[src/hdl/nsb_pkg.sv]
`timescale 1ns / 1ps
// ----------------------------------------------------------------------------
// nsb_pkg
// Shared types, constants and helpers of the notch-with-slopes biquad filter.
// ----------------------------------------------------------------------------
package nsb_pkg;

    localparam int NUM_INSTANCES = 8;
    localparam int INST_W        = 3;
    localparam int DATA_W        = 32;
    localparam int COEF_W        = 48;
    localparam int ACC_W         = 82;
    localparam int MUL_W         = 33;
    localparam int PROD_W        = 66;
    localparam int DIV_STEPS     = 31;
    localparam int CNT_W         = 5;
    localparam int ADDR_W        = 4;

    localparam logic [16:0] SAMPLE_PERIOD_RST = 17'd655;
    localparam logic [30:0] DAMPING_RST       = 31'd65536;

    localparam logic signed [COEF_W-1:0] COEF_MAX = {1'b0, {(COEF_W-1){1'b1}}};
    localparam logic signed [COEF_W-1:0] COEF_MIN = {1'b1, {(COEF_W-1){1'b0}}};

    localparam logic signed [DATA_W-1:0] OUT_MAX = {1'b0, {(DATA_W-1){1'b1}}};
    localparam logic signed [DATA_W-1:0] OUT_MIN = {1'b1, {(DATA_W-1){1'b0}}};

    typedef enum logic [1:0] {
        REG_SAMPLE_PERIOD = 2'd0,
        REG_DAMPING       = 2'd1,
        REG_MOVING_ENABLE = 2'd2
    } reg_idx_t;

    typedef struct packed {
        logic [16:0] sample_period;
        logic [30:0] damping;
        logic        moving_enable;
    } cfg_t;

    typedef struct packed {
        logic neg;
        logic sh;
    } mul_tag_t;

    typedef struct packed {
        logic [PROD_W-1:0] prod;
        logic              neg;
        logic              sh;
    } mul_res_t;

    typedef struct packed {
        logic                 done;
        logic                 ovf;
        logic [DIV_STEPS-1:0] quo;
    } div_res_t;

    // clamp a 50-bit signed value to the 48-bit coefficient range
    function automatic logic signed [COEF_W-1:0] sat48(input logic signed [49:0] v);
        logic signed [COEF_W-1:0] r;
        if (v[49:47] != {3{v[49]}}) begin
            r = v[49] ? COEF_MIN : COEF_MAX;
        end else begin
            r = v[COEF_W-1:0];
        end
        return r;
    endfunction

endpackage

[src/hdl/nsb_mul.sv]
`timescale 1ns / 1ps
// ----------------------------------------------------------------------------
// nsb_mul
// Shared 33x33 unsigned multiplier with registered product and sign/shift tag.
// ----------------------------------------------------------------------------
module nsb_mul (
    input  logic                      aclk,
    input  logic [nsb_pkg::MUL_W-1:0] op_a,
    input  logic [nsb_pkg::MUL_W-1:0] op_b,
    input  nsb_pkg::mul_tag_t         tag,
    output nsb_pkg::mul_res_t         res
);
    import nsb_pkg::*;

    mul_res_t res_reg;

    assign res = res_reg;

    always_ff @(posedge aclk) begin
        res_reg.prod <= PROD_W'(op_a) * PROD_W'(op_b);
        res_reg.neg  <= tag.neg;
        res_reg.sh   <= tag.sh;
    end

endmodule

[config.mk]
export PLATFORM = sky130hd
export DESIGN_NAME = nsb_mul
export DESIGN_NICKNAME = d
export VERILOG_FILES = /design/src/hdl/nsb_pkg.sv /design/src/hdl/nsb_mul.sv
export SDC_FILE = /design/constraint.sdc
export NUM_CORES = 2
export LEC_CHECK = 0
export ABC_CLOCK_PERIOD_IN_PS = 20900
export CAP_MARGIN = 15
export CELL_PAD_IN_SITES_DETAIL_PLACEMENT = 0
export CELL_PAD_IN_SITES_GLOBAL_PLACEMENT = 1
export CORE_AREA = 2 2 353 355
export DETAILED_ROUTE_END_ITERATION = 10
export DIE_AREA = 0 0 355 357
export DONT_BUFFER_PORTS = 1
export PLACE_DENSITY_LB_ADDON = 0.1
export SLEW_MARGIN = 10
export SYNTH_ARGS = -nofsm -noshare
export SYNTH_HDL_FRONTEND = slang
export SYNTH_SLANG_ARGS = --single-unit
[constraint.sdc]
create_clock -name aclk -period 20.9 [get_ports aclk]
set_input_delay 3.135 -clock aclk [delete_from_list [all_inputs] [get_ports aclk]]
set_output_delay 3.135 -clock aclk [all_outputs]
set_load 0.01 [all_outputs]
* Yosys cells after proc, flatten, opt, wreduce, memory -nomap -nowiden
Cells that the tools add are included.
** Operators by class
- Bitwise logic cells :: 0
- Add/subtract/negate cells :: 0
- Mux-type cells :: 0
- Equality and inequality tests :: 0
- Shift operators :: 0
- Multipliers :: 1
- Reduce and logical (&&, ||, !) cells :: 0
- Order comparisons :: 0
- Divide/modulo/power cells :: 0
** Operators with widths (number)
- $mul 33x33->66 :: 1
** Word-level totals
- Latch bits :: 0
- Input bits :: 69
- Output and inout bits :: 68
- RAM bits :: 0
- Logic and storage cells :: 4
- Bits in registers :: 68
- Memories :: 0
- Bits in read-only memories :: 0

* Logic depth before layout (Yosys ltp)
- Depth in word-level cells :: 1
- Depth in mapped cells :: 30
- Mapped depth without buffers :: 28

* Least setup slack after synthesis
No wires, ideal clock.
- Path type :: input to register
- Start point :: input port op_b[0] (netlist bit)
- End point :: register res_reg (netlist bit res[60])
- Data arrival time :: 10167 ps
- Path buffers :: 2
- Setup time :: 72 ps
- Stages :: 28
- Setup slack :: 10661 ps
- Path through :: clkbuf_1 and2_1 fa_1 inv_1 fa_1 inv_1 fa_1 inv_1 fa_1 inv_1 fa_1 fa_1 fa_1 inv_1 fa_1 inv_1 ha_1 buf_2 nand2_1 or4_1 or3_1 o22ai_1 o211a_1 o21ai_2 nand3b_4 o31a_1 o21ai_2 xor2_1
** Between the ends
- Word-level cells in the longest chain between the ends :: 1
** RTL lines
- start: declaration :: line nsb_mul.sv:9 : input logic [nsb_pkg::MUL_W-1:0] op_b,
- $mul 33x33->66 :: line nsb_mul.sv:20 : res_reg.prod <= PROD_W'(op_a) * PROD_W'(op_b);
- end: declaration :: line nsb_mul.sv:15 : mul_res_t res_reg;
No other way between the ends.

* Worst setup path in the final report
- Start point :: input port op_b[12] (netlist bit)
- End point :: register res_reg (netlist bit res[66])
The elaborated chain is that of the path after synthesis.

==> flow_summary.json <==
{
  "status": "finished, final reports clean",
  "grt_max_degree": 34,
  "chipWidth_um": 355,
  "die_y_um": 357,
  "syn_to_final_growth_pct": 4.26,
  "overflow": 0,
  "yosys.area.top_type": "fa_1",
  "worst-path-buf-inv": 4,
  "synth.avg_cell_area_um2": 9.05,
  "critPathRequiredTime_ps": 21190,
  "path_cells": "and2_1 -> fa_1 -> inv_1 -> fa_1 -> fa_1 -> fa_1 -> inv_1 -> fa_1 -> fa_1 -> fa_1 -> inv_1 -> fa_1 -> inv_1 -> ha_1 -> nand2_1 -> nor4b_1 -> and4_1 -> a32o_1 -> o21ai_1 -> nand2_1 -> a21oi_1 -> and3b_1 -> o41ai_1 -> xor2_1",
  "synthSimpleGateAreaFrac": 0.170,
  "cts_tree": "done",
  "worst_path_dominant_cell_family": "adder cells",
  "rsz0062_at_grt": "false",
  "holdPathStages": 0,
  "slowest_stage": "fa_1",
  "vias_per_cell": 4.52,
  "antenna_found_initial": 3,
  "slew_headroom": 0.408,
  "syn_inst": 4050,
  "synth_edf_count": 0,
  "seq_area_frac_synth": 0.0371,
  "cts_root_buffer": "clkbuf_16",
  "vias": 24900,
  "nets": 5142,
  "first_pass_iters": 5,
  "end_kind": "register",
  "tightest_slew_ps": 887,
  "avgRoutedWirePerCell_um": 22.0,
  "cp_num_cells": 24,
  "hpwl_mm": 96.5,
  "layout_common_cells": "1048 x inv_1, 958 x fa_1, 574 x and2_1",
  "hold_path_class": "in2reg",
  "fin_crit_sh": 0.507,
  "fmax_mhz": 94.4,
  "io-pin-count": 137,
  "synthTopCellsByArea": "fa_1 52%, inv_1 11%, and2_1 9.8%",
  "largest_reg_flops": 68,
  "syn-cell-area_mm2": 0.0366,
  "synth_compound_area_frac": 0.0345,
  "synth_seq_cells": 68,
  "synth_xor_area_frac": 0.0155,
  "drive_gt1_frac": 0.00545,
  "path_max_fanout": 33,
  "cpMostUsedCell": "fa_1",
  "finalSetupViolations": 0,
  "slew_viol_final": 0,
  "synth_warnings": 0,
  "grt_pass1_wl_mm": 188,
  "synthMuxAreaShare": 0,
  "start_kind": "input pin",
  "finalSetupTns_ps": 0,
  "routed_wl_mm": 121,
  "synthDistinctLibCells": 57,
  "synthAdderAreaFrac": 0.614,
  "clk_pin_slew_worst_paths_ps": 70,
  "cts_setup_buffers": 0,
  "synthArstFlopShare": 0,
  "grt_pass1_vias": 29300,
  "drt_first_iter_violations": 909,
  "arrival_ps": 10890,
  "track_usage": 0.199,
  "rows": 129,
  "core_mm2": 0.123,
  "synthFlopType": "dfxtp_1",
  "fin_crit_ps": 10590,
  "fin_area_mm2": 0.0382,
  "cts_buffers": 9,
  "placed_cell_area_mm2": 0.0379,
  "ant_nets": 0,
  "ctsResizeCount": 0,
  "synth_top_family_by_area": "adder cells",
  "h-tree-depth": 3,
  "layout_commonest_cell": "inv_1",
  "syn_nets": 5342,
  "drc": 0,
  "critPathMaxStageDelay_ps": 620,
  "cts_num_sinks": 68,
  "cap_violations": 0,
  "io_buffers": 0,
  "hold_viol": 0,
  "gp_congestion": 0.806,
  "cts_hold_buf": 0,
  "cts_buffer_depth": 2,
  "yosys.area.top_type_share": 0.523,
  "start_util": 0.298,
  "dieArea_mm2": 0.127,
  "crit_type": "in2reg"
}
## Yosys cell counts (5+ instances only)
cell / n
clkbuf_1: 209
a211oi_1: 5
ha_1: 265
nor2_1: 33
o21ai_1: 23
nand4_1: 16
inv_1: 1048
xnor2_1: 41
o21a_1: 7
o21bai_1: 8
fa_1: 958
nor2b_1: 6
dfxtp_1: 68
xor2_1: 24
a21o_1: 31
a31oi_1: 6
nand3_1: 10
nand2_1: 567
and2_1: 574
o21ai_0: 15
a21oi_1: 73
and3_1: 7
## cell families after synthesis
family / count (synthesis)
xor gates and xnor gates: 65
DFF: 68
and+or+nand+nor: 1233
buffers and inverters: 1260
adders and majority gates: 1223
AOI/OAI and AO/OA: 201
## per-stage QoR
| stage | hold WS, ps | setup WS (ps) | util | std cells |
|---|---|---|---|---|
| 3_5_place_dp | 3160 | 9920 | 0.308 | 5476 |
| 3_3_place_gp | 3160 | 9910 | 0.308 | 5476 |
| 6_report | 2800 | 10310 | 0.311 | 5495 |
| 2_1_floorplan | 3160 | 10660 | - | 4050 |
| 4_1_cts | 2770 | 10290 | 0.311 | 5492 |
| 5_1_grt | 2770 | 9890 | 0.311 | 5492 |
## per-layer routing
metal	share of wire	track usage
met5	0	0
met4	0.016	0.0281
met3	0.019	0.0137
met2	0.57	0.399
met1	0.39	0.233
## worst paths after layout
| path | start | end |
|---|---|---|
| min | tag[0] | res[0] |
| max | op_b[12] | res[66] |
## area by class of cell
cell class,instances,area [um2]
antenna,3,7.51
clock buffer,10,229
clock inverter,6,71.3
fill,13200,84800
inverter,1049,3940
multi-input combinational,2722,30600
sequential,68,1360
tap,1637,2050
Power is not shown: default switching activity piles up to over one toggle a cycle in this logic, so the estimate is an artifact.
