File: config.mk
export PLATFORM = sky130hd
export DESIGN_NAME = nsb_regs
export DESIGN_NICKNAME = d
export VERILOG_FILES = /design/src/hdl/nsb_pkg.sv /design/src/hdl/nsb_regs.sv
export SDC_FILE = /design/constraint.sdc
export NUM_CORES = 1
export LEC_CHECK = 0
export BUFFER_PORTS_ARGS = -buffer_cell sky130_fd_sc_hd__buf_2
export CELL_PAD_IN_SITES_DETAIL_PLACEMENT = 1
export CELL_PAD_IN_SITES_GLOBAL_PLACEMENT = 1
export CORE_AREA = 10 10 97 99
export DETAILED_ROUTE_END_ITERATION = 12
export DIE_AREA = 0 0 107 109
export PLACE_DENSITY = 0.8
export SKIP_LAST_GASP = 1
export SYNTH_ARGS = -nofsm -noshare
export SYNTH_HDL_FRONTEND = slang
export SYNTH_SLANG_ARGS = --single-unit
File: constraint.sdc
create_clock -name aclk -period 1.3 [get_ports aclk]
set_input_delay 0.065 -clock aclk [delete_from_list [all_inputs] [get_ports aclk]]
set_output_delay 0.065 -clock aclk [all_outputs]
set_load 0.005 [all_outputs]
File: src/hdl/nsb_pkg.sv
`timescale 1ns / 1ps
// ----------------------------------------------------------------------------
// nsb_pkg
// Shared types, constants and helpers of the notch-with-slopes biquad filter.
// ----------------------------------------------------------------------------
package nsb_pkg;

    localparam int NUM_INSTANCES = 8;
    localparam int INST_W        = 3;
    localparam int DATA_W        = 32;
    localparam int COEF_W        = 48;
    localparam int ACC_W         = 82;
    localparam int MUL_W         = 33;
    localparam int PROD_W        = 66;
    localparam int DIV_STEPS     = 31;
    localparam int CNT_W         = 5;
    localparam int ADDR_W        = 4;

    localparam logic [16:0] SAMPLE_PERIOD_RST = 17'd655;
    localparam logic [30:0] DAMPING_RST       = 31'd65536;

    localparam logic signed [COEF_W-1:0] COEF_MAX = {1'b0, {(COEF_W-1){1'b1}}};
    localparam logic signed [COEF_W-1:0] COEF_MIN = {1'b1, {(COEF_W-1){1'b0}}};

    localparam logic signed [DATA_W-1:0] OUT_MAX = {1'b0, {(DATA_W-1){1'b1}}};
    localparam logic signed [DATA_W-1:0] OUT_MIN = {1'b1, {(DATA_W-1){1'b0}}};

    typedef enum logic [1:0] {
        REG_SAMPLE_PERIOD = 2'd0,
        REG_DAMPING       = 2'd1,
        REG_MOVING_ENABLE = 2'd2
    } reg_idx_t;

    typedef struct packed {
        logic [16:0] sample_period;
        logic [30:0] damping;
        logic        moving_enable;
    } cfg_t;

    typedef struct packed {
        logic neg;
        logic sh;
    } mul_tag_t;

    typedef struct packed {
        logic [PROD_W-1:0] prod;
        logic              neg;
        logic              sh;
    } mul_res_t;

    typedef struct packed {
        logic                 done;
        logic                 ovf;
        logic [DIV_STEPS-1:0] quo;
    } div_res_t;

    // clamp a 50-bit signed value to the 48-bit coefficient range
    function automatic logic signed [COEF_W-1:0] sat48(input logic signed [49:0] v);
        logic signed [COEF_W-1:0] r;
        if (v[49:47] != {3{v[49]}}) begin
            r = v[49] ? COEF_MIN : COEF_MAX;
        end else begin
            r = v[COEF_W-1:0];
        end
        return r;
    endfunction

endpackage

File: src/hdl/nsb_regs.sv
`timescale 1ns / 1ps
// ----------------------------------------------------------------------------
// nsb_regs
// APB configuration registers: sample period, damping, moving enable.
// ----------------------------------------------------------------------------
module nsb_regs (
    input  logic                      aclk,
    input  logic                      aresetn,
    input  logic                      psel,
    input  logic                      penable,
    input  logic                      pwrite,
    input  logic [nsb_pkg::ADDR_W-1:0] paddr,
    input  logic [31:0]               pwdata,
    output logic [31:0]               prdata,
    output logic                      pready,
    output nsb_pkg::cfg_t             cfg
);
    import nsb_pkg::*;

    cfg_t     cfg_reg;
    reg_idx_t idx;
    logic     wr_en;

    assign idx    = reg_idx_t'(paddr[3:2]);
    assign wr_en  = psel && penable && pwrite;
    assign pready = 1'b1;
    assign cfg    = cfg_reg;

    always_ff @(posedge aclk) begin
        if (!aresetn) begin
            cfg_reg.sample_period <= SAMPLE_PERIOD_RST;
            cfg_reg.damping       <= DAMPING_RST;
            cfg_reg.moving_enable <= 1'b0;
        end else if (wr_en) begin
            case (idx)
                REG_SAMPLE_PERIOD: cfg_reg.sample_period <= pwdata[16:0];
                REG_DAMPING:       cfg_reg.damping       <= pwdata[30:0];
                REG_MOVING_ENABLE: cfg_reg.moving_enable <= pwdata[0];
                default: ;
            endcase
        end
    end

    always_comb begin
        case (idx)
            REG_SAMPLE_PERIOD: prdata = {15'd0, cfg_reg.sample_period};
            REG_DAMPING:       prdata = {1'b0, cfg_reg.damping};
            REG_MOVING_ENABLE: prdata = {31'd0, cfg_reg.moving_enable};
            default:           prdata = '0;
        endcase
    end

endmodule

Yosys cells after proc, flatten, opt, wreduce, memory -nomap -nowiden
Index checks and enable logic that the tools add are counted.
{"block": "word_totals", "inputBits": 41, "register_bits": 49, "elab_cells": 12, "out_inout_bits": 82}
{"block": "classes", "eq_ne": 2, "muxes": 1, "n_reduce_logical": 6}
{"operator": "$pmux W31 S3", "count": 1}
{"operator": "$reduce_and A2 Y1", "count": 3}
{"operator": "$eq A2 B1 Y1 const B", "count": 1}
{"operator": "$eq A2 B2 Y1 const B", "count": 1}
{"operator": "$logic_and A1 B1 Y1", "count": 2}
{"operator": "$logic_not A2 Y1", "count": 1}

Longest topological paths before layout
{"block": "depth", "depth_word": 3, "depth_mapped": 6, "ltp_nobuf": 3}

Worst setup path after synthesis
No wires, ideal clock.
{"block": "synth_path", "kind": "input to register", "startpoint": "input port paddr[2] (netlist name)", "endpoint": "register cfg_reg (netlist bit cfg[36])", "slack_ns": 0.282, "arrival_ns": 0.946, "required_ns": 1.228, "cell_stages": 4, "setup_ns": 0.072, "n_path_buf": 2, "cell_sequence": "buf_2 -> nor3_4 -> buf_6 -> mux2i_1"}
{"block": "synth_between", "elab_chain_cells": 2}
{"element": "start: declaration", "line_no": "nsb_regs.sv:12", "rtl": "input logic [nsb_pkg::ADDR_W-1:0] paddr,"}
{"element": "$logic_not A2 Y1", "line_no": "nsb_regs.sv:35", "rtl": "case (idx)"}
{"element": "$reduce_and A2 Y1 (no source line)"}
{"element": "end: declaration", "line_no": "nsb_regs.sv:20", "rtl": "cfg_t cfg_reg;"}
Every way passes these cells.
A chain may end at the register's enable or synchronous reset.

Worst setup path in the final report
{"block": "layout_path", "startpoint": "register cfg_reg (netlist bit cfg[32])", "endpoint": "output port prdata[0]"}
{"block": "layout_between", "elab_chain_cells": 1}
{"element": "$pmux W31 S3", "line_no": "nsb_regs.sv:45", "rtl": "case (idx)"}
{"element": "end: declaration", "line_no": "nsb_regs.sv:14", "rtl": "output logic [31:0] prdata,"}
Every way passes these cells.

==> impl_metrics.env <==
export IMPL_status="finished clean"
export IMPL_avgSynthCellArea_um2=8.85
export IMPL_switchingPower_mw=0.677
export IMPL_crit_slowest_cell="dfxtp_1"
export IMPL_power_frac_comb_pct=12.1
export IMPL_drt_initial_drc_count=55
export IMPL_drc_errors=0
export IMPL_layout_common_cells="buf_2, nand2_1, mux2i_1"
export IMPL_htreeDepth=2
export IMPL_cp_top_family="flip-flops"
export IMPL_worstPathCellList="mux2i_1, o21ai_0, buf_2"
export IMPL_seqPwrFrac_pct=56.1
export IMPL_dr_pass1_iters=4
export IMPL_stdcell_area_mm2=0.00318
export IMPL_grt_max_degree=83
export IMPL_min_path_type="input port to flop"
export IMPL_overflow=0
export IMPL_hold_violations=0
export IMPL_viasPerCell=4.51
export IMPL_drive_gt1_share_pct=35.8
export IMPL_syn_area_mm2=0.00235
export IMPL_ir_drop_v=0.000398
export IMPL_dp_slack_ns=0.215
export IMPL_final_cell_count_no_fill=487
export IMPL_p_int_mw=2.06
export IMPL_post_route_period_util_pct=86.1
export IMPL_core_mm2=0.00753
export IMPL_fin_nets=425
export IMPL_ys_warn_count=0
export IMPL_cts_buffer_depth=2
export IMPL_gp_congestion=0.735
export IMPL_chipHeight_um=109
export IMPL_yosysSeqAreaShare_pct=41.7
export IMPL_slowest_delay_ns=0.37
export IMPL_multi_input_area_mm2=0.00121
export IMPL_arrival_ns=1.05
export IMPL_antenna_found_initial=0
export IMPL_worstSetupEndpointType="output pin"
export IMPL_initial_core_util_pct=31.3
export IMPL_rsz0062_at_grt="false"
export IMPL_antenna_cells=0
export IMPL_die_w_um=107
export IMPL_layout_setup_ws_ns=0.180
export IMPL_min_period_ns=1.12
export IMPL_fill_cells=948
export IMPL_synth_seq_cells=49
export IMPL_clkPwrFrac_pct=31.8
export IMPL_max_freq_ghz=0.893
export IMPL_grt_pass1_vias=2375
export IMPL_largest_reg_flops=49
export IMPL_total_power_mw=2.74
export IMPL_clk_pin_slew_ns=0.09
export IMPL_netlist_instances=266
export IMPL_cts_tree="done"
export IMPL_critPathBufInv=1
export IMPL_leakage_nw=1.54
export IMPL_finalSetupViolations=0
export IMPL_via_count=2197
export IMPL_path_class="flop to output pin"
export IMPL_grt_pass1_wl_um=12000
export IMPL_numPortBuffers=117
export IMPL_layout_commonest_cell="buf_2"
export IMPL_seq_area_um2=981
export IMPL_synth_cell_types=22
export IMPL_area_growth_pct=35.2
export IMPL_drv_slew=0
export IMPL_startpoint_type="flop"
export IMPL_numCtsBuffers=5
export IMPL_insertion_delay_ns=0.30
export IMPL_cts_sinks=49
export IMPL_sw_frac_of_total_pct=24.7
export IMPL_ant_nets=0
export IMPL_die_area_mm2=0.0117
export IMPL_routedWlPerCell_um=15.3
export IMPL_grt_usage_pct=12.6
export IMPL_skew_ns=0
export IMPL_synth_nets=307
export IMPL_pwr_density_cell_mw_per_mm2=860
export IMPL_rows=32
export IMPL_tns_ns=0
export IMPL_worst_ep_required_time_ns=1.24
export IMPL_critPathMaxFanout=3
export IMPL_dpl_cell_count=473
export IMPL_cap_violations=0
export IMPL_placed_cell_area_mm2=0.00304
export IMPL_ioPinCount=123
export IMPL_clock_root_buffer="clkbuf_8"
export IMPL_dp_hpwl_um=5730
export IMPL_wirelength_um=7450
## cell families after synthesis
family                 after synthesis  synth area share (%)
AOI/OAI and AO/OA                    6                  2.02
buffers and inverters               28                  6.91
DFF                                 49                  41.7
muxes                               61                  25.9
other                                2                 0.319
and+or+nand+nor                    120                  23.2
## timing repair
| item | CTS | global route |
|---|---|---|
| hold buffers | 6 | 0 |
| hold endpoints to repair | 6 | 0 |
| resized for setup | 0 | 0 |
| setup buffers | 0 | 0 |
## stage by stage
| stage | util (%) | hold slack (ns) |
|---|---|---|
| 5_1_grt | 42.3 | 0.000358 |
| 3_5_place_dp | 40.4 | 0.319 |
| 3_3_place_gp | 40.4 | 0.313 |
| 6_report | 42.3 | 0.0118 |
| 4_1_cts | 42.3 | 0.00100 |
| 2_1_floorplan | - | 0.207 |
## worst min-delay path: stages
cell,delay (ns)
buf_2,0.10
nand2_1,0.05
mux2i_1,0.06
## Yosys cell counts (all sizes together)
cell type  instances  area share (%)
nand2             73              12
mux2i             61              26
dfxtp             49              42
nor2              17             2.7
and2              15             4.1
buf               12             4.4
clkbuf            11             1.8
nand3              6             1.3
inv                5            0.80
nor2b              5             1.6
o211ai             5             1.8
conb               2            0.32
and3               1            0.48
nand3b             1            0.32
nor3               1            0.69
nor3b              1            0.32
o21ai              1            0.21
## final cells by class
type | instances | area share, %
repair buffers | 134 | 24.0
flip-flops and latches | 49 | 30.8
clock buffers | 8 | 2.51
well taps | 102 | 4.01
inverters | 5 | 0.589
multi-input cells | 189 | 38.0
## routing by layer
metal | part of all wire (%) | up-vias | GRT usage [%] | wire length (um)
li1 | - | 1089 | - | -
met1 | 43 | 1020 | 14.4 | 3200
met2 | 48 | 80 | 21.9 | 3550
met3 | 8.2 | 8 | 4.78 | 609
met4 | 1.1 | 0 | 2.90 | 80
met5 | 0 | - | 0 | 0
## worst paths after layout
path | start | end | slack (ns) | cells past startpoint
max | cfg[32] | prdata[0] | 0.18 | 3
min | pwdata[27] | cfg[28] | 0.01 | 3
max reg2reg | cfg[17] | cfg[17] | 0.65 | 2
min reg2reg | cfg[27] | cfg[27] | 0.47 | 2
## power by group through the flow
stage | clock [mW] | sequential [mW] | combinational, mW
4_1_cts | 0.922 | 1.54 | 0.337
3_5_place_dp | 0 | 1.57 | 0.321
6_report | 0.872 | 1.54 | 0.330
3_3_place_gp | 0 | 1.57 | 0.312
5_1_grt | 0.965 | 1.54 | 0.371
2_1_floorplan | 0 | 1.57 | 0.176
(Power assumes the default switching activity.)
