## src/hdl/nsb_pkg.sv

```systemverilog
`timescale 1ns / 1ps
// ----------------------------------------------------------------------------
// nsb_pkg
// Shared types, constants and helpers of the notch-with-slopes biquad filter.
// ----------------------------------------------------------------------------
package nsb_pkg;

    localparam int NUM_INSTANCES = 8;
    localparam int INST_W        = 3;
    localparam int DATA_W        = 32;
    localparam int COEF_W        = 48;
    localparam int ACC_W         = 82;
    localparam int MUL_W         = 33;
    localparam int PROD_W        = 66;
    localparam int DIV_STEPS     = 31;
    localparam int CNT_W         = 5;
    localparam int ADDR_W        = 4;

    localparam logic [16:0] SAMPLE_PERIOD_RST = 17'd655;
    localparam logic [30:0] DAMPING_RST       = 31'd65536;

    localparam logic signed [COEF_W-1:0] COEF_MAX = {1'b0, {(COEF_W-1){1'b1}}};
    localparam logic signed [COEF_W-1:0] COEF_MIN = {1'b1, {(COEF_W-1){1'b0}}};

    localparam logic signed [DATA_W-1:0] OUT_MAX = {1'b0, {(DATA_W-1){1'b1}}};
    localparam logic signed [DATA_W-1:0] OUT_MIN = {1'b1, {(DATA_W-1){1'b0}}};

    typedef enum logic [1:0] {
        REG_SAMPLE_PERIOD = 2'd0,
        REG_DAMPING       = 2'd1,
        REG_MOVING_ENABLE = 2'd2
    } reg_idx_t;

    typedef struct packed {
        logic [16:0] sample_period;
        logic [30:0] damping;
        logic        moving_enable;
    } cfg_t;

    typedef struct packed {
        logic neg;
        logic sh;
    } mul_tag_t;

    typedef struct packed {
        logic [PROD_W-1:0] prod;
        logic              neg;
        logic              sh;
    } mul_res_t;

    typedef struct packed {
        logic                 done;
        logic                 ovf;
        logic [DIV_STEPS-1:0] quo;
    } div_res_t;

    // clamp a 50-bit signed value to the 48-bit coefficient range
    function automatic logic signed [COEF_W-1:0] sat48(input logic signed [49:0] v);
        logic signed [COEF_W-1:0] r;
        if (v[49:47] != {3{v[49]}}) begin
            r = v[49] ? COEF_MIN : COEF_MAX;
        end else begin
            r = v[COEF_W-1:0];
        end
        return r;
    endfunction

endpackage

```

## src/hdl/nsb_div.sv

```systemverilog
`timescale 1ns / 1ps
// ----------------------------------------------------------------------------
// nsb_div
// Restoring divider, one quotient bit per cycle, with overflow detect.
// ----------------------------------------------------------------------------
module nsb_div (
    input  logic                       aclk,
    input  logic                       aresetn,
    input  logic                       start,
    input  logic [nsb_pkg::ACC_W-1:0]  num,
    input  logic [nsb_pkg::COEF_W-1:0] den,
    output nsb_pkg::div_res_t          res
);
    import nsb_pkg::*;

    logic                 busy_reg;
    logic                 done_reg;
    logic                 ovf_reg;
    logic [CNT_W-1:0]     cnt_reg;
    logic [COEF_W-1:0]    rem_reg;
    logic [DIV_STEPS-1:0] low_reg;
    logic [DIV_STEPS-1:0] quo_reg;
    logic [COEF_W:0]      rem_try;
    logic                 fits;

    assign rem_try = {rem_reg, low_reg[DIV_STEPS-1]};
    assign fits    = rem_try >= {1'b0, den};
    assign res     = '{done: done_reg, ovf: ovf_reg, quo: quo_reg};

    always_ff @(posedge aclk) begin
        if (!aresetn) begin
            busy_reg <= 1'b0;
            done_reg <= 1'b0;
            ovf_reg  <= 1'b0;
            cnt_reg  <= '0;
        end else begin
            done_reg <= 1'b0;
            if (start) begin
                // quotient of 2^31 or more saturates either way
                if (num[ACC_W-1:DIV_STEPS] >= {{(ACC_W-DIV_STEPS-COEF_W){1'b0}}, den}) begin
                    ovf_reg  <= 1'b1;
                    done_reg <= 1'b1;
                end else begin
                    ovf_reg  <= 1'b0;
                    busy_reg <= 1'b1;
                    cnt_reg  <= CNT_W'(DIV_STEPS);
                end
            end else if (busy_reg) begin
                cnt_reg <= cnt_reg - 1'b1;
                if (cnt_reg == CNT_W'(1)) begin
                    busy_reg <= 1'b0;
                    done_reg <= 1'b1;
                end
            end
        end
    end

    always_ff @(posedge aclk) begin
        if (start) begin
            rem_reg <= num[DIV_STEPS+COEF_W-1:DIV_STEPS];
            low_reg <= num[DIV_STEPS-1:0];
        end else if (busy_reg) begin
            rem_reg <= fits ? COEF_W'(rem_try - {1'b0, den}) : rem_try[COEF_W-1:0];
            low_reg <= {low_reg[DIV_STEPS-2:0], 1'b0};
            quo_reg <= {quo_reg[DIV_STEPS-2:0], fits};
        end
    end

endmodule

```

## config.mk

```make
export PLATFORM = sky130hd
export DESIGN_NAME = nsb_div
export DESIGN_NICKNAME = d
export VERILOG_FILES = /design/src/hdl/nsb_pkg.sv /design/src/hdl/nsb_div.sv
export SDC_FILE = /design/constraint.sdc
export NUM_CORES = 1
export LEC_CHECK = 0
export ABC_AREA = 1
export BUFFER_PORTS_ARGS = -buffer_cell sky130_fd_sc_hd__buf_4
export CORE_ASPECT_RATIO = 1.4
export CORE_MARGIN = 2
export CORE_UTILIZATION = 40
export DETAILED_ROUTE_END_ITERATION = 8
export PLACE_DENSITY = 0.58
export SLEW_MARGIN = 20
export SYNTH_ARGS = -nofsm -noshare
export SYNTH_HDL_FRONTEND = slang
export SYNTH_SLANG_ARGS = --single-unit
```

## constraint.sdc

```tcl
create_clock -name aclk -period 2.6 [get_ports aclk]
set_input_delay 0 -clock aclk [delete_from_list [all_inputs] [get_ports aclk]]
set_output_delay 0 -clock aclk [all_outputs]
set_load 0.05 [all_outputs]
```

# Word level (Yosys, flattened, before mapping)
# Cells that the tools add are included.
[word_totals]
output_inout_bits = 33
wordCells = 33
inputBits = 133
reg_bits = 118
[op_classes]
add_sub_neg = 2
n_lt_le_gt_ge = 2
bitwise = 1
reduce_logical = 3
eq_ne = 2
mux = 16
[op_table]
columns = ["operator", "n"]
rows = [
  ["48-bit two-way mux", 3],
  ["31-bit two-way mux", 2],
  ["51-bit by 48-bit greater-or-equal comparator with 1-bit output", 1],
  ["49-bit by 48-bit greater-or-equal comparator with 1-bit output", 1],
  ["48-bit subtractor", 1],
  ["5-bit two-way mux", 3],
  ["1-bit two-way mux", 8],
  ["5-bit by 1-bit equality test with 1-bit output, second input constant", 1],
  ["5-bit by 1-bit subtractor with 5-bit output, second input constant", 1],
  ["2-bit AND reduction", 2],
  ["2-bit inequality test, second input constant", 1],
  ["2-bit nonzero test", 1],
  ["1-bit inverter", 1],
]

# Depth between registers and ports, before layout
# Gate-level depths: netlist (run 1).
[depth]
depth_word = 4
ltp_mapped = 17
depth_no_buf = 17

# Worst setup path after synthesis (run 1)
# No wires, ideal clock.
[synth_timing]
kind = "input-to-reg"
startpoint = "input port start"
endpoint = "register cnt_reg[0]"
required_time_ns = 2.527
path_buffers = 1
cell_stages = 5
arrival_ns = 2.665
setup_time_ns = 0.073
setup_slack_ns = -0.138
path_cell_list = "clkbuf_1 > inv_2 > nand2_1 > nand2_1 > a21oi_1"
[synth_between]
elab_chain_cells = 2
word_cells_on_any_way = 4
classes_between = "1 x eq/ne; 1 x mux; 2 x reduce/logical"
[synth_rtl]
columns = ["element", "line", "source"]
rows = [
  ["start: declaration", "nsb_div.sv:9", "input logic start,"],
  ["2-bit inequality test (no line) or 2-bit nonzero test (tied branches)", "n/a", ""],
  ["2-bit AND reduction (no line)", "n/a", ""],
  ["end signal: assignment", "nsb_div.sv:46", "cnt_reg <= CNT_W'(DIV_STEPS);"],
  ["end signal: assignment", "nsb_div.sv:49", "cnt_reg <= cnt_reg - 1'b1;"],
  ["end: declaration", "nsb_div.sv:19", "logic [CNT_W-1:0] cnt_reg;"],
]
# Several ways; a longest one is shown, not always the timed one.
# A chain may end at the register's enable or synchronous reset.

# Final worst setup path (run 1)
[layout_timing]
startpoint = "register rem_reg[3]"
endpoint = "register rem_reg[42] (data pin)"
[layout_between]
elab_chain_cells = 4
word_cells_on_any_way = 5
classes_between = "1 x add/sub; 1 x order compare; 3 x mux"
[layout_rtl]
columns = ["element", "line", "source"]
rows = [
  ["start: declaration", "nsb_div.sv:20", "logic [COEF_W-1:0] rem_reg;"],
  ["start signal: assignment", "nsb_div.sv:60", "rem_reg <= num[DIV_STEPS+COEF_W-1:DIV_STEPS];"],
  ["start signal: assignment", "nsb_div.sv:63", "rem_reg <= fits ? COEF_W'(rem_try - {1'b0, den}) : rem_try[COEF_W-1:0];"],
  ["48-bit subtractor or 49-bit by 48-bit greater-or-equal comparator with 1-bit output (tied branches)", "nsb_div.sv:63, nsb_div.sv:27", ""],
  ["48-bit two-way mux (*)", "nsb_div.sv:63", ""],
  ["48-bit two-way mux (*)", "nsb_div.sv:62", "end else if (busy_reg) begin"],
  ["48-bit two-way mux (*)", "nsb_div.sv:59", "if (start) begin"],
]
# Every way passes the cells marked *; elsewhere a longest branch is shown, timed or not. The select of a mux whose other input is x is not followed.

==> key figures, run 1 <==
Setup path
  • CP Capture Type: register
  • Crit-path most repeated cell: nand2_1
  • Buf+Inv Stages, Crit Path: 1
  • Crit path largest cell delay: between 0.3 and 0.4 ns
  • CP Class: register to register
  • Arr. time, crit path: approximately 2.8 ns
  • Delay-heaviest family, CP: simple AND/OR/NAND/NOR gates
  • CP Cell Sequence: ha_2 > nand2_1 > nor2_1 > nand3_1 > nand3_4 > nand2_2 > nand2_4 > nand3_4 > nand2_8 > buf_12 > nand3_1 > nand2_1 > nand2_1
  • Required time worst endpoint: around 2.8 ns
  • CP startpoint kind: register
  • CP max FO: 15
  • Crit-path slowest cell: edfxtp_1

GRT
  • Vias in the first global route: between 10,000 and 15,000
  • Largest net degree at the start of global routing: a little over 80
  • Gr usage total: 25.3%
  • GR Overflow Total: 0
  • First-pass GRT wire length: approximately 56,000 um
  • Initial antenna violation count: 0

Timing
  • Final hold violation count: 0
  • TNS Setup: 0 ns
  • Final setup fails: 0
  • Fmax: ~0.39 GHz
  • Final period utilization: roughly 100%
  • Min Hold Slack: 0.105 ns
  • Minimum clock period: between 2 and 3 ns
  • Worst relative slew slack: between 40% and 50%
  • Fin. max-slew vios: 0
  • Unrepaired setup endpoints after global routing: yes
  • Worst slew pin tran: slightly below 0.9 ns
  • Setup Skew: between 0.01 and 0.015 ns

Detailed routing
  • Via count: roughly 11,000
  • DR WL/cell: 15.6 um
  • DR iter-0 viols: just under 500
  • DRC: 0
  • Via density: 4.78
  • Routed wire length: 36,200 um
  • Antenna Violating Nets Remaining: 0
  • DRT Pass-1 Iters: 5

Die
  • Die height: ~200 um
  • FP Rows: between 70 and 80
  • Die Area: between 0.02 and 0.03 mm^2
  • Ports: 166
  • Starting Density: 40.8%
  • Die width: roughly 140 um
  • Placeable Area: roughly 0.027 mm^2

Status
  • Status: complete, no violations

Finish
  • Ant diodes: 0
  • Layout cell share with drive strength beyond 1: 17.8%
  • Area grow syn2layout: 35.1%
  • Max reg flops: 48
  • Final Cell Area: between 0.01 and 0.015 mm^2
  • Nets@finish: 2,181
  • Non-filler cells, final: between 2,000 and 2,500

Clock network
  • Htree depth: 4
  • TritonCTS Buffers: 17
  • CTS Buffer Depth: 2
  • CTS tree: built
  • Clock Latency Late Sink: ~0.44 ns
  • Clock transition at path regs: roughly 0.060 ns
  • Sink Count: approximately 120
  • Clk root buf: clkbuf_16

Power
  • Clk pwr share: approximately 30%
  • Pint: about 5.0 mW
  • Maximum vdd drop: between 0.4 and 0.5 mV
  • Pwr/cell area: ~550 mW/mm^2
  • Pwr Total: between 8 and 9 mW
  • Switch Pwr: 3.10 mW
  • Sw Share: between 30% and 40%
  • Comb pwr share: around two fifths
  • Sequential share of power: between 20% and 30%
  • P_leak: 7.64 nW

Placed design
  • Placed Cells: approximately 2,200
  • Cell Area, Placed: approximately 0.013 mm^2
  • Port bufs: around 170
  • Gpl congestion: between 0.9 and 1
  • Post-DP HPWL: roughly 28,000 um

Synth
  • Synthesized instance count: ~1,700
  • Cell taking the most area after synthesis: edfxtp_1
  • Synth cell types: 38
  • Seq/Total Area, Yosys: 31.6%
  • Syn Area/Cell: roughly 6.6 um^2
  • Net count after synthesis: roughly 1,900
  • Synth top area share: 30.1%
  • Yosys reg bits: around 120
  • Mapped Area: between 0.01 and 0.015 mm^2
  • Ys Warns: 0
  • Top post-synthesis cells by area: edfxtp_1, nand2_1, ha_1

Run
  • MaxCap Viol Count: 0

Min path
  • HP Class: input port to register
[worst register-to-register path, cell delays in order, from the launching register on]
cell and delay (ns):
edfxtp_1 0.39, ha_2 0.39, nand2_1 0.11, nor2_1 0.15, nand3_1 0.14, nand3_4 0.16, nand2_2 0.08, nand2_4 0.11
nand3_4 0.17, nand2_8 0.16, buf_12 0.16, nand3_1 0.16, nand2_1 0.10, nand2_1 0.05
[placed cells by master, fill, tap and decap left out, types with 4 or more instances in the layout]
cell | Yosys | final
dfxtp_1 | 8 | 8
xnor2_1 | 21 | 21
nand4_1 | 16 | 16
clkbuf_16 | 0 | 20
nand2_2 | 7 | 15
nor2_4 | 4 | 7
nand2_1 | 700 | 690
a21oi_1 | 57 | 53
and2_1 | 4 | 4
inv_6 | 0 | 5
inv_8 | 0 | 4
ha_1 | 98 | 66
edfxtp_1 | 110 | 110
dlygate4sd3_1 | 0 | 80
buf_12 | 0 | 6
o21bai_1 | 5 | 5
o21ai_0 | 15 | 15
buf_4 | 2 | 201
inv_1 | 269 | 269
nor2_1 | 109 | 99
ha_4 | 0 | 28
nand3_1 | 115 | 114
nor3_1 | 9 | 9
ha_2 | 0 | 4
a21oi_2 | 2 | 6
nand3b_1 | 41 | 41
nor2_2 | 7 | 14
inv_2 | 22 | 22
[cells in the mapped netlist]
| cell | number |
|---|---|
| inv_2 | 22 |
| a21o_1 | 2 |
| edfxtp_1 | 110 |
| nand3b_1 | 41 |
| xor2_1 | 1 |
| o31ai_1 | 1 |
| nand2_1 | 700 |
| nor3_1 | 9 |
| buf_2 | 6 |
| a21oi_1 | 57 |
| a21oi_2 | 2 |
| o21bai_1 | 5 |
| nor4_1 | 2 |
| dfxtp_1 | 8 |
| inv_1 | 269 |
| o21ai_0 | 15 |
| clkbuf_1 | 13 |
| o211ai_1 | 1 |
| or2_2 | 2 |
| buf_6 | 8 |
| and2_1 | 4 |
| buf_4 | 2 |
| nor2_1 | 109 |
| nand2_4 | 1 |
| buf_1 | 5 |
| nor2_2 | 7 |
| nand3_2 | 2 |
| xnor2_1 | 21 |
| fa_1 | 1 |
| ha_1 | 98 |
| nor2_4 | 4 |
| nand2_2 | 7 |
| nand3_1 | 115 |
| nand3_4 | 1 |
| a21boi_0 | 1 |
| a31oi_1 | 1 |
| o21a_1 | 3 |
| nand4_1 | 16 |
[power groups by stage]
stage          registers (mW)  clock network (mW)  logic (mW)
2_1_floorplan            2.38                   0        2.00
3_3_place_gp             2.39                   0        2.93
3_5_place_dp             2.40                   0        2.95
4_1_cts                  2.36                2.49        3.06
5_1_grt                  2.40                2.55        3.70
6_report                 2.39                2.44        3.30
[routing by layer]
layer | vias to the layer above | wire length [um] | share of wire [%] | track usage [%]
met2 | 245 | 19000 | 52 | 47.2
met5 | - | 0 | 0 | 0
met4 | 0 | 1420 | 3.9 | 11.0
met1 | 5030 | 14800 | 41 | 28.9
met3 | 59 | 1080 | 3.0 | 2.67
li1 | 5791 | - | - | -
[worst paths after layout]
path                                 start           to  slack (ns)  cells after the start
worst min-delay path               num[81]     busy_reg        0.11                      8
worst max-delay path            rem_reg[3]  rem_reg[42]        0.02                     13
worst min register to register  quo_reg[0]   quo_reg[1]        0.45                      0
worst max register to register  rem_reg[3]  rem_reg[42]        0.02                     13
[cells by family (layout without fill, tap and decap cells)]
group                    count (synthesis)  in the layout  synth area share (%)
AND/OR/NAND/NOR                       1020           1020                  39.1
buffers and inverters                  325            615                  11.8
flip-flops                             118            118                  31.6
adder cells (fa/ha/maj)                 99             99                  11.4
AO/OA/AOI/OAI                           88             88                  4.39
XOR/XNOR                                22             22                  1.76
[layout make-up]
cell class / instances / area (um^2)
clock inverters: 15 / 160
inverters: 291 / 1090
well taps: 365 / 457
multi-input cells: 1229 / 6690
repair buffers: 292 / 2530
fillers: 2706 / 12100
clock buffers: 17 / 425
flip-flops and latches: 118 / 3460
[stage by stage]
stage / worst slack [ns] / util [%]
final: 0.0223 / 55.1
after global routing: -0.0485 / 55.1
after floorplan: 0.104 / -
after detailed placement: -0.103 / 47.7
after CTS: 0.0503 / 52.8
after global placement: -0.0640 / 47.7
[what timing repair did]
item	in CTS	in global routing
setup endpoints to repair	35	48
cloned	0	3
endpoints found under the hold margin	87	0
buffers inserted	0	2
hold buffers	80	0
gates resized for setup	2	75
pin swaps	0	6
(Power assumes the default switching activity.)
==> run 2: changes to the inputs <==
- CELL_PAD_IN_SITES_DETAIL_PLACEMENT: not set -> 0
- CELL_PAD_IN_SITES_GLOBAL_PLACEMENT: not set -> 1
- CORE_UTILIZATION: 40 -> 37
- PLACE_DENSITY: 0.58 -> 0.73
==> run 2 against run 1 <==
- highest routed layer unchanged
- register-to-register slack better by 0.11 ns
- final area decreased by 1.4%
- largest cell class unchanged
- critical path type unchanged
- sequential power about the same
==> key figures, run 2 (synthesized netlist as in run 1, its figures left out) <==
Clock network
  • Clock Latency Late Sink: 0.45 ns (was 0.44 ns)
  • Sink Count: 118 (unchanged)
  • CTS Buffer Depth: 2 (unchanged)
  • TritonCTS Buffers: 17 (unchanged)
  • Clock transition at path regs: 0.07 ns (was 0.06 ns)
  • Htree depth: 4 (unchanged)
  • Setup bufs post-CTS: 0 (unchanged)
  • Clk root buf: clkbuf_16 (unchanged)
  • CTS tree: built (unchanged)

GRT
  • Met1 Resource Use GR: 27.6% (was 28.9%)
  • Largest net degree at the start of global routing: 81 (unchanged)
  • GR Overflow Total: 0 (unchanged)
  • Gr usage total: 24.1% (was 25.3%)
  • Vias in the first global route: 11,200 (was 11,100)
  • GR Layer Usage met2: 43.8% (was 47.2%)
  • M3 GR Usage: 3.82% (was 2.67%)
  • Initial antenna violation count: 0 (unchanged)
  • Layer carrying the most global-route usage: met2 (unchanged)
  • First-pass GRT wire length: 57,700 um (was 56,000 um)

Power
  • Pwr/cell area: 548 mW/mm^2 (about the same)
  • Maximum vdd drop: 0.423 mV (was 0.473 mV)
  • Pwr Total: 8.00 mW (was 8.13 mW)
  • P_leak: 7.63 nW (was 7.64 nW)

Setup path
  • CP Class: register to register (unchanged)
  • Reg2reg path depth: 10 (was 13)
  • CP max FO: 5 (was 15)
  • Arr. time, crit path: 2.68 ns (was 2.77 ns)
  • Worst setup endpoint: rem_reg[42] (unchanged)
  • CP startpoint kind: register (unchanged)
  • Worst Setup SP: rem_reg[29] (was rem_reg[3])
  • Required time worst endpoint: 2.81 ns (was 2.79 ns)
  • Reg-to-reg endpoint: rem_reg[42] (unchanged)
  • CP Capture Type: register (unchanged)
  • Reg2Reg Launch Point: rem_reg[29] (was rem_reg[3])
  • R2R Setup Slk: 0.13 ns (was 0.02 ns)

Finish
  • Max reg flops: 48 (unchanged)
  • Final Cell Area: 0.0146 mm^2 (was 0.0148 mm^2)
  • Most common cell after layout, fill and taps aside: nand2_1 (unchanged)
  • Area grow syn2layout: 33.2% (was 35.1%)
  • Nets@finish: 2,184 (was 2,181)
  • Ant diodes: 0 (unchanged)
  • Layout cell share with drive strength beyond 1: 16.8% (was 17.8%)
  • Commonest non-fill, non-tap cells in the layout: nand2_1, inv_1, buf_4 (unchanged)

Timing
  • Worst slew pin tran: 0.890 ns (was 0.895 ns)
  • Final period utilization: 94.8% (was 99.1%)
  • Unrepaired setup endpoints after global routing: yes (unchanged)
  • TNS Setup: 0 ns (unchanged)
  • Minimum clock period: 2.47 ns (was 2.58 ns)
  • Fin. max-slew vios: 0 (unchanged)
  • Fmax: 0.406 GHz (was 0.388 GHz)
  • Worst relative slew slack: 40.7% (was 40.3%)
  • Final hold violation count: 0 (unchanged)
  • Final setup fails: 0 (unchanged)
  • Setup Skew: 0.00930 ns (was 0.0110 ns)

Placed design
  • Port bufs: 165 (unchanged)
  • Post-DP HPWL: 29,300 um (was 28,100 um)
  • Gpl congestion: 0.949 (was 0.987)
  • Cell Area, Placed: 0.0129 mm^2 (was 0.0128 mm^2)

Die
  • Placeable Area: 0.0292 mm^2 (was 0.0269 mm^2)
  • Die height: 208 um (was 200 um)
  • Ports: 166 (unchanged)
  • Die width: 150 um (was 144 um)
  • Die Area: 0.0311 mm^2 (was 0.0288 mm^2)
  • Starting Density: 37.6% (was 40.8%)
  • FP Rows: 74 (was 71)

Detailed routing
  • Via count: 11,100 (about the same)
  • DR WL/cell: 15.6 um (about the same)
  • DR iter-0 viols: 520 (was 489)
  • DRT Pass-1 Iters: 5 (unchanged)
  • Via density: 4.74 (was 4.78)
  • DRC: 0 (unchanged)
  • Antenna Violating Nets Remaining: 0 (unchanged)
  • Routed wire length: 36,600 um (was 36,200 um)

Status
  • Status: complete, no violations (unchanged)

Min path
  • Worst Hold Path Cells: 8 (unchanged)
  • HP Class: input port to register (unchanged)

Run
  • MaxCap Viol Count: 0 (unchanged)
run 2: changes by cell type in the layout (fill, tap and decap cells not counted), sizes merged:
cell | before | now
clkinvlp | 2 | 1
inv | 300 | 299
bufinv | 1 | 0
clkbuf | 20 | 17
clkinv | 3 | 6
buf | 209 | 215
run 2: cell type report:
class | count | area [um^2]
Fill cell | 3054 | 14600
Clock inverter | 15 | 180
Sequential cell | 118 | 3460
Timing Repair Buffer | 295 | 2490
Clock buffer | 17 | 425
Inverter | 291 | 1090
Multi-Input combinational cell | 1229 | 6480
Tap cell | 380 | 475
run 2: per-stage QoR:
stage,hold WS [ns],instances,util (%),setup slack [ns]
2_1_floorplan,0.123,1672,-,0.104
3_3_place_gp,0.256,2233,44.4,0.0160
3_5_place_dp,0.270,2233,44.4,0.00208
4_1_cts,0.0764,2345,49.2,0.0627
5_1_grt,0.144,2345,50.1,-0.0231
6_report,0.0817,2345,50.1,0.135
run 2: metal layers:
layer  vias up  wire length (um)
li1       5797                 -
met1      5031             14900
met2       222             18800
met3        55              1470
met4         0              1390
met5         -                 0
run 2: worst min path at each step:
stage,startpoint,to,slack (ns)
finish,num[81],busy_reg,0.08
global route,num[81],busy_reg,0.14
CTS,num[81],busy_reg,0.08
detailed placement,num[0],low_reg[0],0.27
global placement,num[0],low_reg[0],0.26
floorplan,aresetn,cnt_reg[1],0.12
run 2: report_power, final:
| group | internal, mW | switching [mW] |
|---|---|---|
| logic | 1.32 | 1.87 |
| registers | 2.29 | 0.0878 |
| clock network | 1.30 | 1.15 |
run 2: what timing repair did:
item | in CTS | in global routing
endpoints found under the hold margin | 87 | 0
endpoints found under the setup margin | 2 | 48
hold buffers | 80 | 0
resized for setup | 1 | 41
run 2: worst max-delay path, stage by stage, from the launching register on:
cell	delay [ns]
edfxtp_1	0.41
ha_2	0.40
nand2_1	0.10
nor2_1	0.30
nand2_1	0.19
nor2_1	0.17
nand3_1	0.25
nand4_1	0.18
nand3_1	0.10
nand2_1	0.07
nand2_1	0.04
==> run 3: changes to the inputs <==
- BUFFER_PORTS_ARGS: -buffer_cell sky130_fd_sc_hd__buf_4 -> not set
- CORE_UTILIZATION: 37 -> 40
- DONT_BUFFER_PORTS: not set -> 1
- PLACE_DENSITY: 0.73 -> 0.71
==> run 3 against run 2 <==
- clock power shrank 3%
- wire length rose by 1.2%
- combinational power increased by 3%
- first-iteration DRC count grew 3.5%
- flip-flop and latch count unchanged
- cell count shrank 7.0%
- critical endpoint is now rem_reg[33]
- sequential power is 2% higher
- critical path type unchanged
- worst setup slack lost 0.051 ns
==> key figures, run 3 (synthesized netlist as in run 1, its figures left out) <==
Status
  • Status: complete, no violations (unchanged)

Timing
  • Unrepaired setup endpoints after global routing: yes (unchanged)
  • Setup Skew: 0.00850 ns (was 0.00930 ns)
  • Minimum clock period: 2.52 ns (was 2.47 ns)
  • Worst slew pin tran: 0.566 ns (was 0.890 ns)
  • Worst relative slew slack: 62.3% (was 40.7%)
  • Final period utilization: 96.8% (was 94.8%)
  • TNS Setup: 0 ns (unchanged)
  • Fin. max-slew vios: 0 (unchanged)
  • Final setup fails: 0 (unchanged)
  • Final hold violation count: 0 (unchanged)
  • Fmax: 0.397 GHz (was 0.406 GHz)

Power
  • Maximum vdd drop: 0.435 mV (was 0.423 mV)
  • Clk pwr share: 29.4% (was 30.5%)
  • Pint: 4.93 mW (was 4.90 mW)
  • Pwr Total: 8.05 mW (was 8.00 mW)
  • Switch Pwr: 3.13 mW (was 3.10 mW)
  • Sw Share: 38.8% (about the same)
  • P_leak: 6.97 nW (was 7.63 nW)
  • Sequential share of power: 29.9% (was 29.7%)
  • Comb pwr share: 40.7% (was 39.8%)
  • Pwr/cell area: 580 mW/mm^2 (was 548 mW/mm^2)

Finish
  • Area grow syn2layout: 26.4% (was 33.2%)
  • Non-filler cells, final: 2,182 (was 2,345)
  • Ant diodes: 0 (unchanged)
  • Commonest non-fill, non-tap cells in the layout: nand2_1, inv_1, nand3_1 (was nand2_1, inv_1, buf_4)
  • Max reg flops: 48 (unchanged)
  • Nets@finish: 2,036 (was 2,184)
  • Most common cell after layout, fill and taps aside: nand2_1 (unchanged)
  • Layout cell share with drive strength beyond 1: 12.0% (was 16.8%)

Placed design
  • Gpl congestion: 0.916 (was 0.949)
  • Port bufs: 0 (was 165)
  • Post-DP HPWL: 28,200 um (was 29,300 um)
  • Placed Cells: 2,054 (was 2,233)

GRT
  • GR Layer Usage met2: 46.9% (was 43.8%)
  • Initial antenna violation count: 0 (unchanged)
  • Met1 Resource Use GR: 29.0% (was 27.6%)
  • Largest net degree at the start of global routing: 81 (unchanged)
  • Vias in the first global route: 10,600 (was 11,200)
  • GR Overflow Total: 0 (unchanged)
  • Gr usage total: 25.1% (was 24.1%)
  • Layer carrying the most global-route usage: met2 (unchanged)
  • First-pass GRT wire length: 54,700 um (was 57,700 um)
  • M3 GR Usage: 3.01% (was 3.82%)

Setup path
  • CP max FO: 11 (was 5)
  • Crit path largest cell delay: 0.43 ns (was 0.41 ns)
  • CP Cell Sequence: ha_4 > nand2_1 > nor2_2 > inv_2 > nor2_4 > nand2_1 > a21oi_2 > nor2_4 > buf_12 > nand2_8 > clkbuf_16 > nand3_1 > nand2_1 > nand2_1 (was ha_2 > nand2_1 > nor2_1 > nand2_1 > nor2_1 > nand3_1 > nand4_1 > nand3_1 > nand2_1 > nand2_1)
  • Buf+Inv Stages, Crit Path: 3 (was 0)
  • Delay-heaviest family, CP: simple AND/OR/NAND/NOR gates (unchanged)
  • CP startpoint kind: register (unchanged)
  • Worst Setup SP: rem_reg[26] (was rem_reg[29])
  • CP Class: register to register (unchanged)
  • Reg2Reg Launch Point: rem_reg[26] (was rem_reg[29])
  • R2R Setup Slk: 0.08 ns (was 0.13 ns)
  • Required time worst endpoint: 2.79 ns (was 2.81 ns)
  • Reg-to-reg endpoint: rem_reg[33] (was rem_reg[42])
  • Arr. time, crit path: 2.71 ns (was 2.68 ns)
  • Crit-path most repeated cell: nand2_1 (unchanged)
  • Crit-path slowest cell: edfxtp_1 (unchanged)
  • CP Capture Type: register (unchanged)
  • Reg2reg path depth: 14 (was 10)

Die
  • Die Area: 0.0288 mm^2 (was 0.0311 mm^2)
  • Ports: 166 (unchanged)
  • Die height: 200 um (was 208 um)
  • Die width: 144 um (was 150 um)
  • Starting Density: 40.8% (was 37.6%)
  • Placeable Area: 0.0269 mm^2 (was 0.0292 mm^2)
  • FP Rows: 71 (was 74)

Detailed routing
  • Via count: 10,600 (was 11,100)
  • DR iter-0 viols: 538 (was 520)
  • Routed wire length: 37,000 um (was 36,600 um)
  • Via density: 4.87 (was 4.74)
  • Antenna Violating Nets Remaining: 0 (unchanged)
  • DRT Pass-1 Iters: 5 (unchanged)
  • DRC: 0 (unchanged)
  • DR WL/cell: 17.0 um (was 15.6 um)

Min path
  • Hold path start: num[81] (unchanged)
  • Worst Hold Path Cells: 7 (was 8)
  • WHS Endpoint: busy_reg (unchanged)
  • HP Class: input port to register (unchanged)

Clock network
  • Sink Count: 118 (unchanged)
  • CTS Buffer Depth: 2 (unchanged)
  • TritonCTS Buffers: 17 (unchanged)
  • Clk root buf: clkbuf_16 (unchanged)
  • CTS tree: built (unchanged)
  • Clock Latency Late Sink: 0.43 ns (was 0.45 ns)
  • Htree depth: 4 (unchanged)
  • Clock transition at path regs: 0.07 ns (about the same)

Run
  • MaxCap Viol Count: 0 (unchanged)
[run 3: cell type report]
| cell class | count | area (um^2) |
|---|---|---|
| fillers | 2756 | 13000 |
| multi-input cells | 1230 | 6770 |
| flip-flops and latches | 118 | 3460 |
| repair buffers | 146 | 1520 |
| inverters | 291 | 1090 |
| well taps | 365 | 457 |
| clock buffers | 17 | 425 |
| clock inverters | 15 | 155 |
[run 3: power by group through the flow]
| stage | registers, mW | clock network [mW] | logic (mW) |
|---|---|---|---|
| floorplan | 2.38 | 0 | 2.00 |
| detailed placement | 2.42 | 0 | 2.79 |
| finish | 2.41 | 2.37 | 3.28 |
| global route | 2.43 | 2.48 | 3.67 |
| CTS | 2.38 | 2.41 | 2.93 |
| global placement | 2.42 | 0 | 2.78 |
[run 3: timing repair]
item                                    in CTS  in global routing
endpoints found under the setup margin       1                 48
endpoints found under the hold margin       87                  0
resized for setup                            1                 87
pin swaps                                    0                 11
hold buffers                                82                  0
buffers inserted                             0                  8
gates cloned                                 0                  6
[run 3: worst max-delay path by stage]
stage                   to  slack (ns)  cells after the start
2_1_floorplan   cnt_reg[2]        0.10                      6
3_3_place_gp   rem_reg[39]        0.02                     16
3_5_place_dp   rem_reg[24]        0.02                     15
4_1_cts        rem_reg[44]        0.01                     16
5_1_grt        rem_reg[24]       -0.04                     15
6_report       rem_reg[33]        0.08                     14
[run 3: per-stage QoR]
stage	area (um^2)	util, %	hold slack (ns)	setup slack (ns)
after CTS	13100	48.7	0.0224	0.0146
after detailed placement	11700	43.4	0.131	0.0203
final	13900	51.6	0.0376	0.0832
after global routing	13900	51.6	0.0708	-0.0440
after floorplan	11000	-	0.123	0.104
after global placement	11700	43.4	0.125	0.0220
[run 3: worst reg2reg max path, cell delays in order (launching register included)]
cell and delay, ns:
edfxtp_1 0.43, ha_4 0.32, nand2_1 0.12, nor2_2 0.16, inv_2 0.08, nor2_4 0.13
nand2_1 0.09, a21oi_2 0.19, nor2_4 0.08, buf_12 0.15, nand2_8 0.14, clkbuf_16 0.19
nand3_1 0.08, nand2_1 0.07, nand2_1 0.04
[run 3: per-layer routing]
metal	wire length [um]	share of wire (%)
met1	15300	41
met2	19100	52
met3	998	2.7
met4	1570	4.2
met5	0	0
